<file path="src/design/fstw_pkg.sv">
// ----------------------------------------------------------------------------
// fstw_pkg
// shared types and constants of the flagged span trim block
// ----------------------------------------------------------------------------
package fstw_pkg;

  localparam int MAX_ROW_DEF = 1024;
  localparam int AXIS_W      = 2;
  localparam int COUNT_W     = 16;
  localparam int CFG_W       = 11;
  localparam int CFG_ADDR_W  = 1;
  localparam int SPAN_W      = 12;
  localparam int STATUS_W    = 2;
  localparam int IN_DATA_W   = 24;
  localparam int OUT_DATA_W  = 32;

  localparam logic [CFG_W-1:0] MIN_EDGE_RST = 11'd4;

  typedef enum logic [CFG_ADDR_W-1:0] {
    REG_MIN_EDGE        = 1'b0,
    REG_SMALL_ROW_FATAL = 1'b1
  } reg_idx_t;

  typedef enum logic [STATUS_W-1:0] {
    ST_OK         = 2'd0,
    ST_NO_FLAGGED = 2'd1,
    ST_TOO_SMALL  = 2'd2
  } status_t;

  // per-row flags carried from the front part to the back part
  typedef struct packed {
    logic [AXIS_W-1:0] axis;
    logic              seen;
    logic              clr_move;
  } row_ctl_t;

  localparam int ROW_CTL_W = $bits(row_ctl_t);

endpackage

</file>
<file path="src/design/fstw_fifo.sv">
// ----------------------------------------------------------------------------
// fstw_fifo
// small register queue between the row tracker and the span unit
// ----------------------------------------------------------------------------
module fstw_fifo #(
  parameter int WIDTH = 8,
  parameter int DEPTH = 2
) (
  input  logic             clk,
  input  logic             rst_n,
  input  logic             push,
  input  logic [WIDTH-1:0] push_data,
  output logic             full,
  input  logic             pop,
  output logic             not_empty,
  output logic [WIDTH-1:0] pop_data
);

  localparam int PTR_W = (DEPTH > 1) ? $clog2(DEPTH) : 1;
  localparam int CNT_W = $clog2(DEPTH + 1);

  logic [WIDTH-1:0] mem_r [DEPTH];
  logic [PTR_W-1:0] wr_ptr_r, wr_ptr_nxt;
  logic [PTR_W-1:0] rd_ptr_r, rd_ptr_nxt;
  logic [CNT_W-1:0] cnt_r, cnt_nxt;
  logic             do_push, do_pop;

  assign full      = (cnt_r == CNT_W'(DEPTH));
  assign not_empty = (cnt_r != '0);
  assign pop_data  = mem_r[rd_ptr_r];
  assign do_push   = push && !full;
  assign do_pop    = pop && not_empty;

  always_comb begin
    wr_ptr_nxt = wr_ptr_r;
    rd_ptr_nxt = rd_ptr_r;
    cnt_nxt    = cnt_r;
    if (do_push) begin
      wr_ptr_nxt = (wr_ptr_r == PTR_W'(DEPTH - 1)) ? '0 : wr_ptr_r + 1'b1;
    end
    if (do_pop) begin
      rd_ptr_nxt = (rd_ptr_r == PTR_W'(DEPTH - 1)) ? '0 : rd_ptr_r + 1'b1;
    end
    if (do_push && !do_pop) begin
      cnt_nxt = cnt_r + 1'b1;
    end else if (do_pop && !do_push) begin
      cnt_nxt = cnt_r - 1'b1;
    end
  end

  always_ff @(posedge clk) begin
    if (!rst_n) begin
      wr_ptr_r <= '0;
      rd_ptr_r <= '0;
      cnt_r    <= '0;
    end else begin
      wr_ptr_r <= wr_ptr_nxt;
      rd_ptr_r <= rd_ptr_nxt;
      cnt_r    <= cnt_nxt;
    end
  end

  always_ff @(posedge clk) begin
    if (do_push) begin
      mem_r[wr_ptr_r] <= push_data;
    end
  end

endmodule

</file>
<file path="src/design/fstw_front.sv">
// ----------------------------------------------------------------------------
// fstw_front
// row tracker: counts positions and keeps first and last nonzero element
// ----------------------------------------------------------------------------
module fstw_front #(
  parameter int MAX_ROW = fstw_pkg::MAX_ROW_DEF,
  parameter int POS_W   = $clog2(MAX_ROW + 1),
  parameter int IDX_W   = $clog2(MAX_ROW)
) (
  input  logic                       clk,
  input  logic                       rst_n,
  input  logic                       accept,
  input  logic [fstw_pkg::AXIS_W-1:0] axis,
  input  logic                       nonzero,
  input  logic                       row_last,
  output logic                       push,
  output fstw_pkg::row_ctl_t         row_ctl,
  output logic [POS_W-1:0]           row_len,
  output logic [IDX_W-1:0]           row_first,
  output logic [IDX_W-1:0]           row_lastnz
);

  import fstw_pkg::*;

  logic [POS_W-1:0] pos_r, pos_nxt;
  logic             seen_r, seen_nxt;
  logic [IDX_W-1:0] first_r, first_nxt;
  logic [IDX_W-1:0] last_r, last_nxt;
  logic             clr_r, clr_nxt;

  logic             in_range;
  logic [POS_W-1:0] pos_inc;
  logic             seen_upd;
  logic [IDX_W-1:0] first_upd, last_upd;
  logic             clr_upd;

  always_comb begin
    in_range  = (pos_r < POS_W'(MAX_ROW));
    clr_upd   = (pos_r == '0) ? (axis == '0) : clr_r;
    seen_upd  = seen_r;
    first_upd = first_r;
    last_upd  = last_r;
    pos_inc   = pos_r;
    if (in_range) begin
      pos_inc = pos_r + 1'b1;
      if (nonzero) begin
        if (!seen_r) begin
          first_upd = pos_r[IDX_W-1:0];
        end
        last_upd = pos_r[IDX_W-1:0];
        seen_upd = 1'b1;
      end
    end

    push             = accept && row_last;
    row_ctl.axis     = axis;
    row_ctl.seen     = seen_upd;
    row_ctl.clr_move = clr_upd;
    row_len          = pos_inc;
    row_first        = first_upd;
    row_lastnz       = last_upd;

    pos_nxt   = pos_r;
    seen_nxt  = seen_r;
    first_nxt = first_r;
    last_nxt  = last_r;
    clr_nxt   = clr_r;
    if (accept) begin
      if (row_last) begin
        pos_nxt  = '0;
        seen_nxt = 1'b0;
      end else begin
        pos_nxt   = pos_inc;
        seen_nxt  = seen_upd;
        first_nxt = first_upd;
        last_nxt  = last_upd;
        clr_nxt   = clr_upd;
      end
    end
  end

  always_ff @(posedge clk) begin
    if (!rst_n) begin
      pos_r  <= '0;
      seen_r <= 1'b0;
      clr_r  <= 1'b0;
    end else begin
      pos_r  <= pos_nxt;
      seen_r <= seen_nxt;
      clr_r  <= clr_nxt;
    end
  end

  always_ff @(posedge clk) begin
    first_r <= first_nxt;
    last_r  <= last_nxt;
  end

endmodule

</file>
<file path="src/design/fstw_back.sv">
// ----------------------------------------------------------------------------
// fstw_back
// span unit: status, minimum edge widening, move flag and result register
// ----------------------------------------------------------------------------
module fstw_back #(
  parameter int MAX_ROW = fstw_pkg::MAX_ROW_DEF,
  parameter int POS_W   = $clog2(MAX_ROW + 1),
  parameter int IDX_W   = $clog2(MAX_ROW)
) (
  input  logic                         clk,
  input  logic                         rst_n,
  input  logic                         row_valid,
  input  fstw_pkg::row_ctl_t           row_ctl,
  input  logic [POS_W-1:0]             row_len,
  input  logic [IDX_W-1:0]             row_first,
  input  logic [IDX_W-1:0]             row_lastnz,
  output logic                         row_pop,
  input  logic [fstw_pkg::CFG_W-1:0]   min_edge,
  input  logic                         small_row_fatal,
  output logic                         out_valid,
  input  logic                         out_ready,
  output fstw_pkg::status_t            out_status,
  output logic [fstw_pkg::AXIS_W-1:0]  out_axis,
  output logic [fstw_pkg::SPAN_W-1:0]  out_start,
  output logic [fstw_pkg::SPAN_W-1:0]  out_end,
  output logic                         out_move
);

  import fstw_pkg::*;

  localparam int CW = ((POS_W > CFG_W) ? POS_W : CFG_W) + 2;
  localparam logic signed [CW-1:0] ONE_S = CW'(1);

  // stage a
  logic                 a_valid_r;
  status_t              a_status_r, a_status_nxt;
  logic [AXIS_W-1:0]    a_axis_r;
  logic                 a_clr_r;
  logic signed [CW-1:0] a_st_r, a_st_nxt;
  logic signed [CW-1:0] a_en_r, a_en_nxt;
  logic signed [CW-1:0] a_ntot_r, a_ntot_nxt;
  logic signed [CW-1:0] a_mright_r, a_mright_nxt;
  logic                 a_narrow_r, a_narrow_nxt;
  logic                 a_trim_r, a_trim_nxt;
  logic                 a_cover_r, a_cover_nxt;

  logic signed [CW-1:0] me_s, len_s, lenm1_s;
  logic                 adv_a, adv_b;

  // stage b
  logic                 out_valid_r;
  status_t              out_status_r;
  logic [AXIS_W-1:0]    out_axis_r;
  logic [SPAN_W-1:0]    out_start_r;
  logic [SPAN_W-1:0]    out_end_r;
  logic                 move_r, move_nxt;
  logic signed [CW-1:0] n_left, n_right, st_fin, en_fin;
  logic                 move_base;

  assign adv_b   = !out_valid_r || out_ready;
  assign adv_a   = !a_valid_r || adv_b;
  assign row_pop = row_valid && adv_a;

  always_comb begin
    me_s    = signed'(CW'(min_edge));
    len_s   = signed'(CW'(row_len));
    lenm1_s = len_s - ONE_S;

    a_st_nxt     = signed'(CW'(row_first));
    a_en_nxt     = signed'(CW'(row_lastnz));
    a_ntot_nxt   = me_s + a_st_nxt - a_en_nxt - ONE_S;
    a_mright_nxt = lenm1_s - a_en_nxt;
    a_narrow_nxt = (a_en_nxt - a_st_nxt) < me_s;
    a_trim_nxt   = (a_st_nxt != '0) || (a_en_nxt != lenm1_s);
    // widened span always has min_edge cells, so it covers the row iff lengths match
    a_cover_nxt  = (me_s == len_s);

    if (small_row_fatal && (len_s < me_s)) begin
      a_status_nxt = ST_TOO_SMALL;
    end else if (!row_ctl.seen) begin
      a_status_nxt = ST_NO_FLAGGED;
    end else begin
      a_status_nxt = ST_OK;
    end
    if (a_status_nxt != ST_OK) begin
      a_st_nxt     = '0;
      a_en_nxt     = '0;
      a_narrow_nxt = 1'b0;
    end
  end

  always_ff @(posedge clk) begin
    if (!rst_n) begin
      a_valid_r <= 1'b0;
    end else if (adv_a) begin
      a_valid_r <= row_valid;
    end
  end

  always_ff @(posedge clk) begin
    if (row_pop) begin
      a_status_r <= a_status_nxt;
      a_axis_r   <= row_ctl.axis;
      a_clr_r    <= row_ctl.clr_move;
      a_st_r     <= a_st_nxt;
      a_en_r     <= a_en_nxt;
      a_ntot_r   <= a_ntot_nxt;
      a_mright_r <= a_mright_nxt;
      a_narrow_r <= a_narrow_nxt;
      a_trim_r   <= a_trim_nxt;
      a_cover_r  <= a_cover_nxt;
    end
  end

  always_comb begin
    n_left  = a_ntot_r >>> 1;
    n_right = a_ntot_r - n_left;
    st_fin  = a_st_r;
    en_fin  = a_en_r;
    if (a_narrow_r) begin
      if ((n_left <= a_st_r) && (n_right <= a_mright_r)) begin
        st_fin = a_st_r - n_left;
        en_fin = a_en_r + n_right;
      end else if (n_left > a_st_r) begin
        st_fin = '0;
        en_fin = a_en_r + a_ntot_r - a_st_r;
      end else begin
        st_fin = a_st_r - (a_ntot_r - a_mright_r);
        en_fin = a_en_r + a_mright_r;
      end
    end

    move_base = a_clr_r ? 1'b0 : move_r;
    if (a_status_r != ST_OK) begin
      move_nxt = move_base;
    end else if (a_narrow_r && a_cover_r) begin
      move_nxt = 1'b0;
    end else if (a_trim_r) begin
      move_nxt = 1'b1;
    end else begin
      move_nxt = move_base;
    end
  end

  always_ff @(posedge clk) begin
    if (!rst_n) begin
      out_valid_r <= 1'b0;
      move_r      <= 1'b0;
    end else if (adv_b) begin
      out_valid_r <= a_valid_r;
      if (a_valid_r) begin
        move_r <= move_nxt;
      end
    end
  end

  always_ff @(posedge clk) begin
    if (adv_b && a_valid_r) begin
      out_status_r <= a_status_r;
      out_axis_r   <= a_axis_r;
      out_start_r  <= st_fin[SPAN_W-1:0];
      out_end_r    <= en_fin[SPAN_W-1:0];
    end
  end

  assign out_valid  = out_valid_r;
  assign out_status = out_status_r;
  assign out_axis   = out_axis_r;
  assign out_start  = out_start_r;
  assign out_end    = out_end_r;
  assign out_move   = move_r;

endmodule

</file>
<file path="src/design/flag_span_trim_with_min_edge_top.sv">
// ----------------------------------------------------------------------------
// flag_span_trim_with_min_edge_top
// trims a signature row to its flagged span and widens it to a minimum edge
// ----------------------------------------------------------------------------
// One signature element is accepted every clock unless the queue is full; tlast
// closes a row and that row yields one result beat, registered through the
// queue and then the two stages of the span unit. The row tracker and the span
// unit are decoupled by a two-entry queue, so a stalled result port only backs
// up the input once the queue is full. Each result beat carries status, axis,
// start, end and the running move flag; start and end are 12-bit two's complement local indices.
module flag_span_trim_with_min_edge_top #(
  parameter int MAX_ROW = fstw_pkg::MAX_ROW_DEF
) (
  input  logic                             clk,
  input  logic                             rst_n,
  input  logic                             cfg_we,
  input  logic [fstw_pkg::CFG_ADDR_W-1:0]  cfg_addr,
  input  logic [fstw_pkg::CFG_W-1:0]       cfg_wdata,
  input  logic                             in_tvalid,
  output logic                             in_tready,
  input  logic [fstw_pkg::IN_DATA_W-1:0]   in_tdata,  // axis, signature_count
  input  logic                             in_tlast,
  output logic                             out_tvalid,
  input  logic                             out_tready,
  // status, result_axis, span_start, span_end, move_needed
  output logic [fstw_pkg::OUT_DATA_W-1:0]  out_tdata
);

  import fstw_pkg::*;

  localparam int POS_W = $clog2(MAX_ROW + 1);
  localparam int IDX_W = $clog2(MAX_ROW);
  localparam int Q_W   = ROW_CTL_W + POS_W + 2 * IDX_W;
  localparam int Q_DEPTH = 2;

  logic [CFG_W-1:0]  min_edge_r;
  logic              small_row_fatal_r;

  logic              accept, push, q_full, q_valid, q_pop;
  row_ctl_t          f_ctl, b_ctl;
  logic [POS_W-1:0]  f_len, b_len;
  logic [IDX_W-1:0]  f_first, b_first, f_last, b_last;
  logic [Q_W-1:0]    q_wdata, q_rdata;

  status_t           res_status;
  logic [AXIS_W-1:0] res_axis;
  logic [SPAN_W-1:0] res_start, res_end;
  logic              res_move;

  always_ff @(posedge clk) begin
    if (!rst_n) begin
      min_edge_r        <= MIN_EDGE_RST;
      small_row_fatal_r <= 1'b0;
    end else if (cfg_we) begin
      unique case (cfg_addr)
        REG_MIN_EDGE:        min_edge_r        <= cfg_wdata;
        REG_SMALL_ROW_FATAL: small_row_fatal_r <= cfg_wdata[0];
        default: ;
      endcase
    end
  end

  assign in_tready = !q_full;
  assign accept    = in_tvalid && in_tready;

  fstw_front #(
    .MAX_ROW (MAX_ROW),
    .POS_W   (POS_W),
    .IDX_W   (IDX_W)
  ) u_front (
    .clk        (clk),
    .rst_n      (rst_n),
    .accept     (accept),
    .axis       (in_tdata[AXIS_W-1:0]),
    .nonzero    (|in_tdata[AXIS_W+COUNT_W-1:AXIS_W]),
    .row_last   (in_tlast),
    .push       (push),
    .row_ctl    (f_ctl),
    .row_len    (f_len),
    .row_first  (f_first),
    .row_lastnz (f_last)
  );

  assign q_wdata = {f_ctl, f_len, f_first, f_last};
  assign {b_ctl, b_len, b_first, b_last} = q_rdata;

  fstw_fifo #(
    .WIDTH (Q_W),
    .DEPTH (Q_DEPTH)
  ) u_queue (
    .clk       (clk),
    .rst_n     (rst_n),
    .push      (push),
    .push_data (q_wdata),
    .full      (q_full),
    .pop       (q_pop),
    .not_empty (q_valid),
    .pop_data  (q_rdata)
  );

  fstw_back #(
    .MAX_ROW (MAX_ROW),
    .POS_W   (POS_W),
    .IDX_W   (IDX_W)
  ) u_back (
    .clk             (clk),
    .rst_n           (rst_n),
    .row_valid       (q_valid),
    .row_ctl         (b_ctl),
    .row_len         (b_len),
    .row_first       (b_first),
    .row_lastnz      (b_last),
    .row_pop         (q_pop),
    .min_edge        (min_edge_r),
    .small_row_fatal (small_row_fatal_r),
    .out_valid       (out_tvalid),
    .out_ready       (out_tready),
    .out_status      (res_status),
    .out_axis        (res_axis),
    .out_start       (res_start),
    .out_end         (res_end),
    .out_move        (res_move)
  );

  assign out_tdata = {
    (OUT_DATA_W - STATUS_W - AXIS_W - 2 * SPAN_W - 1)'(0),
    res_move, res_end, res_start, res_axis, res_status
  };

  // no push is ever dropped by a full queue
  a_no_overflow: assert property (@(posedge clk) disable iff (!rst_n)
    !(push && q_full))
    else $error("row summary pushed into full queue");

  // a rejected row reports an empty span
  a_zero_span: assert property (@(posedge clk) disable iff (!rst_n)
    (out_tvalid && (res_status != ST_OK)) |-> ((res_start == '0) && (res_end == '0)))
    else $error("nonzero span on a rejected row");

  // too small is only reported when the fatal check is enabled
  a_fatal_gate: assert property (@(posedge clk) disable iff (!rst_n)
    (out_tvalid && (res_status == ST_TOO_SMALL)) |-> small_row_fatal_r)
    else $error("too small status with fatal check off");

  // a result beat only appears after a queue entry was drained
  a_out_source: assert property (@(posedge clk) disable iff (!rst_n)
    ($rose(out_tvalid)) |-> $past(q_pop, 2))
    else $error("result beat without a drained row");

endmodule

</file>
<file path="config.mk">
export PLATFORM = sky130hd
export DESIGN_NAME = flag_span_trim_with_min_edge_top
export DESIGN_NICKNAME = d
export VERILOG_FILES = /design/src/design/fstw_pkg.sv /design/src/design/fstw_fifo.sv /design/src/design/fstw_front.sv /design/src/design/fstw_back.sv /design/src/design/flag_span_trim_with_min_edge_top.sv
export SDC_FILE = /design/constraint.sdc
export NUM_CORES = 1
export LEC_CHECK = 0
export BUFFER_PORTS_ARGS = -buffer_cell sky130_fd_sc_hd__buf_2
export CAP_MARGIN = 20
export CORE_MARGIN = 2
export CORE_UTILIZATION = 30
export CTS_CLUSTER_DIAMETER = 150
export DETAILED_ROUTE_END_ITERATION = 10
export PLACE_DENSITY = 0.52
export SLEW_MARGIN = 20
export SYNTH_ARGS = -nofsm -noshare
export SYNTH_HDL_FRONTEND = slang
export SYNTH_SLANG_ARGS = --single-unit
</file>
<file path="constraint.sdc">
create_clock -name clk -period 6.3 [get_ports clk]
set_input_delay 0.945 -clock clk [delete_from_list [all_inputs] [get_ports clk]]
set_output_delay 0.945 -clock clk [all_outputs]
set_load 0.005 [all_outputs]
</file>
Word level (Yosys, flattened, before mapping)
Memories as Yosys holds them, arrays and structs flattened. A register that Yosys moved wholly into a read port is not among the register bits.
Cells that the tools add are included.

storage, ports and cells
  memory bits (writable) = 70
  bits in registers = 134
  output and inout port bits = 34
  word-level logic and storage cells = 120
  memories = 1

cells by class
  reduce and logical (&&, ||, !) cells = 31
  magnitude comparators = 6
  mux-type cells = 31
  equal/unequal tests = 3
  add/subtract/negate cells = 19
  bitwise gates (word level) = 2

memories
  name           depth  bits a word  read ports  clocked after memory_dff  write ports  line             source
  u_queue.mem_r  2      35           1           1                         1            fstw_fifo.sv:22  logic [WIDTH-1:0] mem_r [DEPTH];

operators with widths
  kind                                                                  number
  12-bit two-way mux                                                    6
  10-bit two-way mux                                                    5
  12-bit adder                                                          3
  12-bit subtractor                                                     3
  13-bit by 11-bit subtractor with 13-bit output                        2
  11-bit two-way mux                                                    2
  16-bit OR reduction                                                   1
  1-bit two-way mux                                                     15
  13-bit <= comparator                                                  1
  13-bit by 12-bit < comparator with 1-bit output                       1
  11-bit by 13-bit inequality test with 1-bit output                    1
  13-bit by 12-bit subtractor with 13-bit output                        1
  13-bit by 2-bit subtractor with 13-bit output, second input constant  1
  11-bit by 10-bit adder with 12-bit output                             1
  12-bit by 11-bit > comparator with 1-bit output                       1
  12-bit by 11-bit <= comparator with 1-bit output                      1
  11-bit by 1-bit subtractor with 12-bit output, second input constant  1
  11-bit by 12-bit subtractor with 12-bit output                        1
  11-bit by 1-bit adder with 11-bit output, second input constant       1
  11-bit equality test                                                  1
  1-bit logical AND                                                     11
  11-bit logical NOT                                                    1
  11-bit < comparator                                                   1
  11-bit < comparator, second input constant                            1
  13 further kinds                                                      29

Longest topological paths before layout
  word-level depth = 9
  depth in mapped cells = 24

Cells and area by module
Synthesis repeated with hierarchy kept, for this count alone.

second synthesis, totals
  cells, all modules = 1414
  area total of the unflattened synthesis = 14567.7 um^2

by module, submodules not included
  module                            times used  area each (um^2)  cells each
  fstw_back                         1           9519.1            1056
  fstw_fifo                         1           2760.1            134
  fstw_front                        1           1762.9            158
  flag_span_trim_with_min_edge_top  1           525.5             66

Worst setup path before layout
Ideal clock, no wire load.

  path type = reg-to-reg
  from = reg (tool-made name)
  to = reg u_back.a_narrow_r (data pin)
  setup slack = 1.851 ns
  data arrival time = 4.194 ns
  stages on the path, launching flop included = 22
  clock period less this slack = 4.449 ns
  path through = dfxtp_1 > buf_2 > buf_2 > buf_2 > buf_2 > mux2i_1 > ha_1 > inv_1 > fa_1 > nand2_1 > nand2_1 > a21oi_1 > nand2b_1 > a21boi_0 > o41ai_1 > xnor2_1 > ha_1 > and3_1 > nand3_1 > o21ai_0 > a21oi_1 > o21ba_2

RTL lines
  what                  line              source
  end signal, assigned  fstw_back.sv:109  a_narrow_r <= a_narrow_nxt;
  end, declared         fstw_back.sv:43   logic a_narrow_r, a_narrow_nxt;

Final worst setup path
  from = reg u_back.a_ntot_r[1]
  to = reg u_back.out_end_r[3], in the netlist u_back.out_end[3] (data pin)

between the ends
  word-level cells in the longest chain between the ends = 5
  elaborated cells on any way between the ends = 11

RTL lines
  what                                                                            line                                source
  start, declared                                                                 fstw_back.sv:41                     logic signed [CW-1:0] a_ntot_r, a_ntot_nxt;
  start signal, assigned                                                          fstw_back.sv:107                    a_ntot_r <= a_ntot_nxt;
  12-bit adder or 13-bit by 12-bit subtractor with 13-bit output (tied branches)  fstw_back.sv:126, fstw_back.sv:117
  12-bit subtractor or 13-bit <= comparator (tied branches)                       fstw_back.sv:126, fstw_back.sv:121
  12-bit two-way mux or 1-bit logical AND (tied branches)                         fstw_back.sv:124, fstw_back.sv:121
  12-bit two-way mux (*)                                                          fstw_back.sv:121                    if ((n_left <= a_st_r) && (n_right <= a_mright_r)) begin
  12-bit two-way mux (*)                                                          fstw_back.sv:120                    if (a_narrow_r) begin
  net u_back.en_fin[3]                                                            fstw_back.sv:57                     logic signed [CW-1:0] n_left, n_right, st_fin, en_fin;
  end signal, assigned                                                            fstw_back.sv:162                    out_end_r <= en_fin[SPAN_W-1:0];
  end, declared                                                                   fstw_back.sv:55                     logic [SPAN_W-1:0] out_end_r;

Mark *: on every way through the listed nets, which the timed path passes. The rest lies on a longest branch.
A chain may end at the register's enable or synchronous reset.

==> flow_summary.toml <==
[grt]
pin_count_of_the_biggest_net_entering_global_routing = 56
grt_pass1_vias = 10640
globalRoute.totalOverflow = 0
initial_antenna_violation_count = 0
grt_pass1_wl_mm = 56.93
track_usage = 0.1460

[clock_tree]
cts.sinks = 205
tritoncts_clock_tree = "built"
cts-htree-levels = 1
clk-insertion-delay-late_ns = 0.55
cts-buffers-inserted = 24
cts-root-buf = "clkbuf_16"
clock_path_buffers = 3
hold_buffers = 0
postCtsResizedCells = 0
post-cts-setup-buffer-count = 0
cts.clk_slew.worst_paths_ns = 0.06

[logic_synthesis]
synth_seq_area_share = 0.4043
yosys_warnings = 0
syn_area_um2 = 14410
synth.area.top_cells = "edfxtp_1, ha_1, dfxtp_1"
synth_top_area_frac = 0.3584
synth_cells = 1414
yosys.area.top_type = "edfxtp_1"
synth_async_sr_flop_share = 0
synth_ff_type = "edfxtp_1"
ys_types = 74
synth_edf_count = 172
ys_seq_elements = 205
synthesis.area_per_instance_um2 = 10.19

[place]
half_perimeter_wire_length_after_placement_mm = 28.20
place.port_buffers = 66
detailedPlace.worstSlack_ns = 1.047
postPlaceCellArea_um2 = 15460
dpl.cell_count = 2076
gpl.final_weighted_congestion = 0.8886

[floorplan]
die_width_um = 223.2
io-pin-count = 76
design.die.area_um2 = 49800
design.core.area_um2 = 47550
die-height_um = 223.2
floorplan.initialDensity = 0.3031
row_count = 80

[route]
drt_iter0_drc = 397
routed_wl_mm = 36.23
detailroute.via_count = 10360
post_drt_wl_per_cell_um = 17.08
dr.pass1.iters = 5
drt-vias-per-instance = 4.885
ant_nets = 0
drc = 0

[worst_setup_path]
cp_data_arrival_time_ns = 5.52
worst-setup-path-type = "flop to flop"
crit_path_start_kind = "flop"
worstPathRequired_ns = 6.58
worst_setup_path_end_kind = "flop"
crit_path_max_fanout = 19

[sta]
totalNegativeSetupSlack_ns = 0
final.period_utilization = 0.8306
setup_slack_ns = 1.067
rsz0062_at_grt = "no"
final-max-slew-violation-count = 0
final_period_minus_worst_setup_slack_ns = 5.233
max_freq_ghz = 0.1911
timing.slew.headroom = 0.2673
setup-violations-final = 0
hold_viol = 0
timing_worst_slew_pin_value_ns = 1.097
finClkSkew_ns = 0.02603

[finish]
fin_area_um2 = 16370
layout_area_overhead_pct = 13.59
layout-drive-gt1-share = 0.1155
antenna-diode-count = 0
sequential_cell_area_um2 = 5827
area_occupied_by_multi_input_gates_um2 = 7831
post_layout_nonfiller_instances = 2121
number_of_fill_cells_in_the_layout = 4798
layout_common_cells = "edfxtp_1, inv_1, ha_1"
final_common_cell = "edfxtp_1"
final_nets = 1706

[job]
maxCapViolations = 0

[hold_path]
min_path_type = "flop to flop"

[run_status]
status = "complete, no violations"
## worst paths after layout
path | slack, ns | to | from | cells after the start
worst max-delay path | 1.07 | u_back.out_end[3] | u_back.a_ntot_r[1] | 20
worst min-delay path | 0.42 | u_back.out_axis[1] | u_back.a_axis_r[1] | 0
worst min register to register | 0.42 | u_back.out_axis[1] | u_back.a_axis_r[1] | 0
worst max register to register | 1.07 | u_back.out_end[3] | u_back.a_ntot_r[1] | 20
## Yosys cell counts, drive strengths merged (9+ instances only)
cell,number
and2,9
inv,164
xnor2,68
a21boi,22
dfxtp,33
nand4,12
nand3,30
nor3,29
or3,9
fa,28
mux2i,34
buf,11
nand2,109
nor2b,33
a21o,18
mux2,29
xor2,33
a211oi,9
o21bai,10
nor2,104
ha,148
clkbuf,22
edfxtp,172
o21a,17
nor4,12
o21ai,52
a21oi,73
nand2b,13
## per-layer routing
metal,track usage,part of all wire,up-vias
met3,0.01857,0.034,48
met5,0,0,-
met1,0.1845,0.45,4916
met2,0.2616,0.49,186
li1,-,-,5211
met4,0.03962,0.025,0
## per-stage QoR
step / utilization / hold WS (ns)
global route: 0.3443 / 0.4333
finish: 0.3443 / 0.4232
global placement: 0.3252 / 0.4071
detailed placement: 0.3252 / 0.4070
floorplan: - / 0.4003
CTS: 0.3437 / 0.4221
## final cells by class
class | count | share of cell area
clock buffer | 26 | 0.03715
clock inverter | 18 | 0.01643
inverter | 164 | 0.03761
multi-input combinational | 1014 | 0.4784
sequential | 205 | 0.3560
tap | 615 | 0.04701
timing repair buffer | 79 | 0.02737
## critical path, cell delays in order (launching register included)
cell and delay [ns]:
edfxtp_1 0.50, ha_1 0.26, fa_1 0.41, nor2b_1 0.18, o31a_1 0.18, o21ai_0 0.09, nand2b_1 0.22, a41o_1 0.25
nor2_1 0.05, nor2_1 0.08, nor2_1 0.06, ha_1 0.40, nand3_1 0.16, nor3_1 0.19, nand2_1 0.12, o31ai_1 0.28
o21bai_1 0.24, o211a_1 0.52, buf_4 0.37, nor4_1 0.09, a221o_1 0.31
## kinds of logic (layout without fill, tap and decap cells)
group	Yosys count	in the layout	share of synthesized area
compound gates	290	290	0.1397
flops	205	205	0.4043
other cells	1	3	0.0002602
mux	63	63	0.04628
simple gates	381	381	0.1256
fa+ha+maj	176	176	0.1674
buf+inv	197	287	0.05401
xor+xnor	101	101	0.06243
## sequential cells by signal, indices dropped and copies added, names as in the netlist, 10 cells and up, named ones only
name	flops
u_queue.mem_r	70
u_back.out_end	12
u_back.out_start	12
u_front.last_r	10
u_front.first_r	10
u_front.pos_r	11
u_back.a_st_r	10
u_back.a_ntot_r	13
u_back.a_en_r	10
u_back.a_mright_r	13
min_edge_r	11
Power is not shown: default switching activity piles up to over one toggle a cycle in this logic, so the estimate is an artifact.
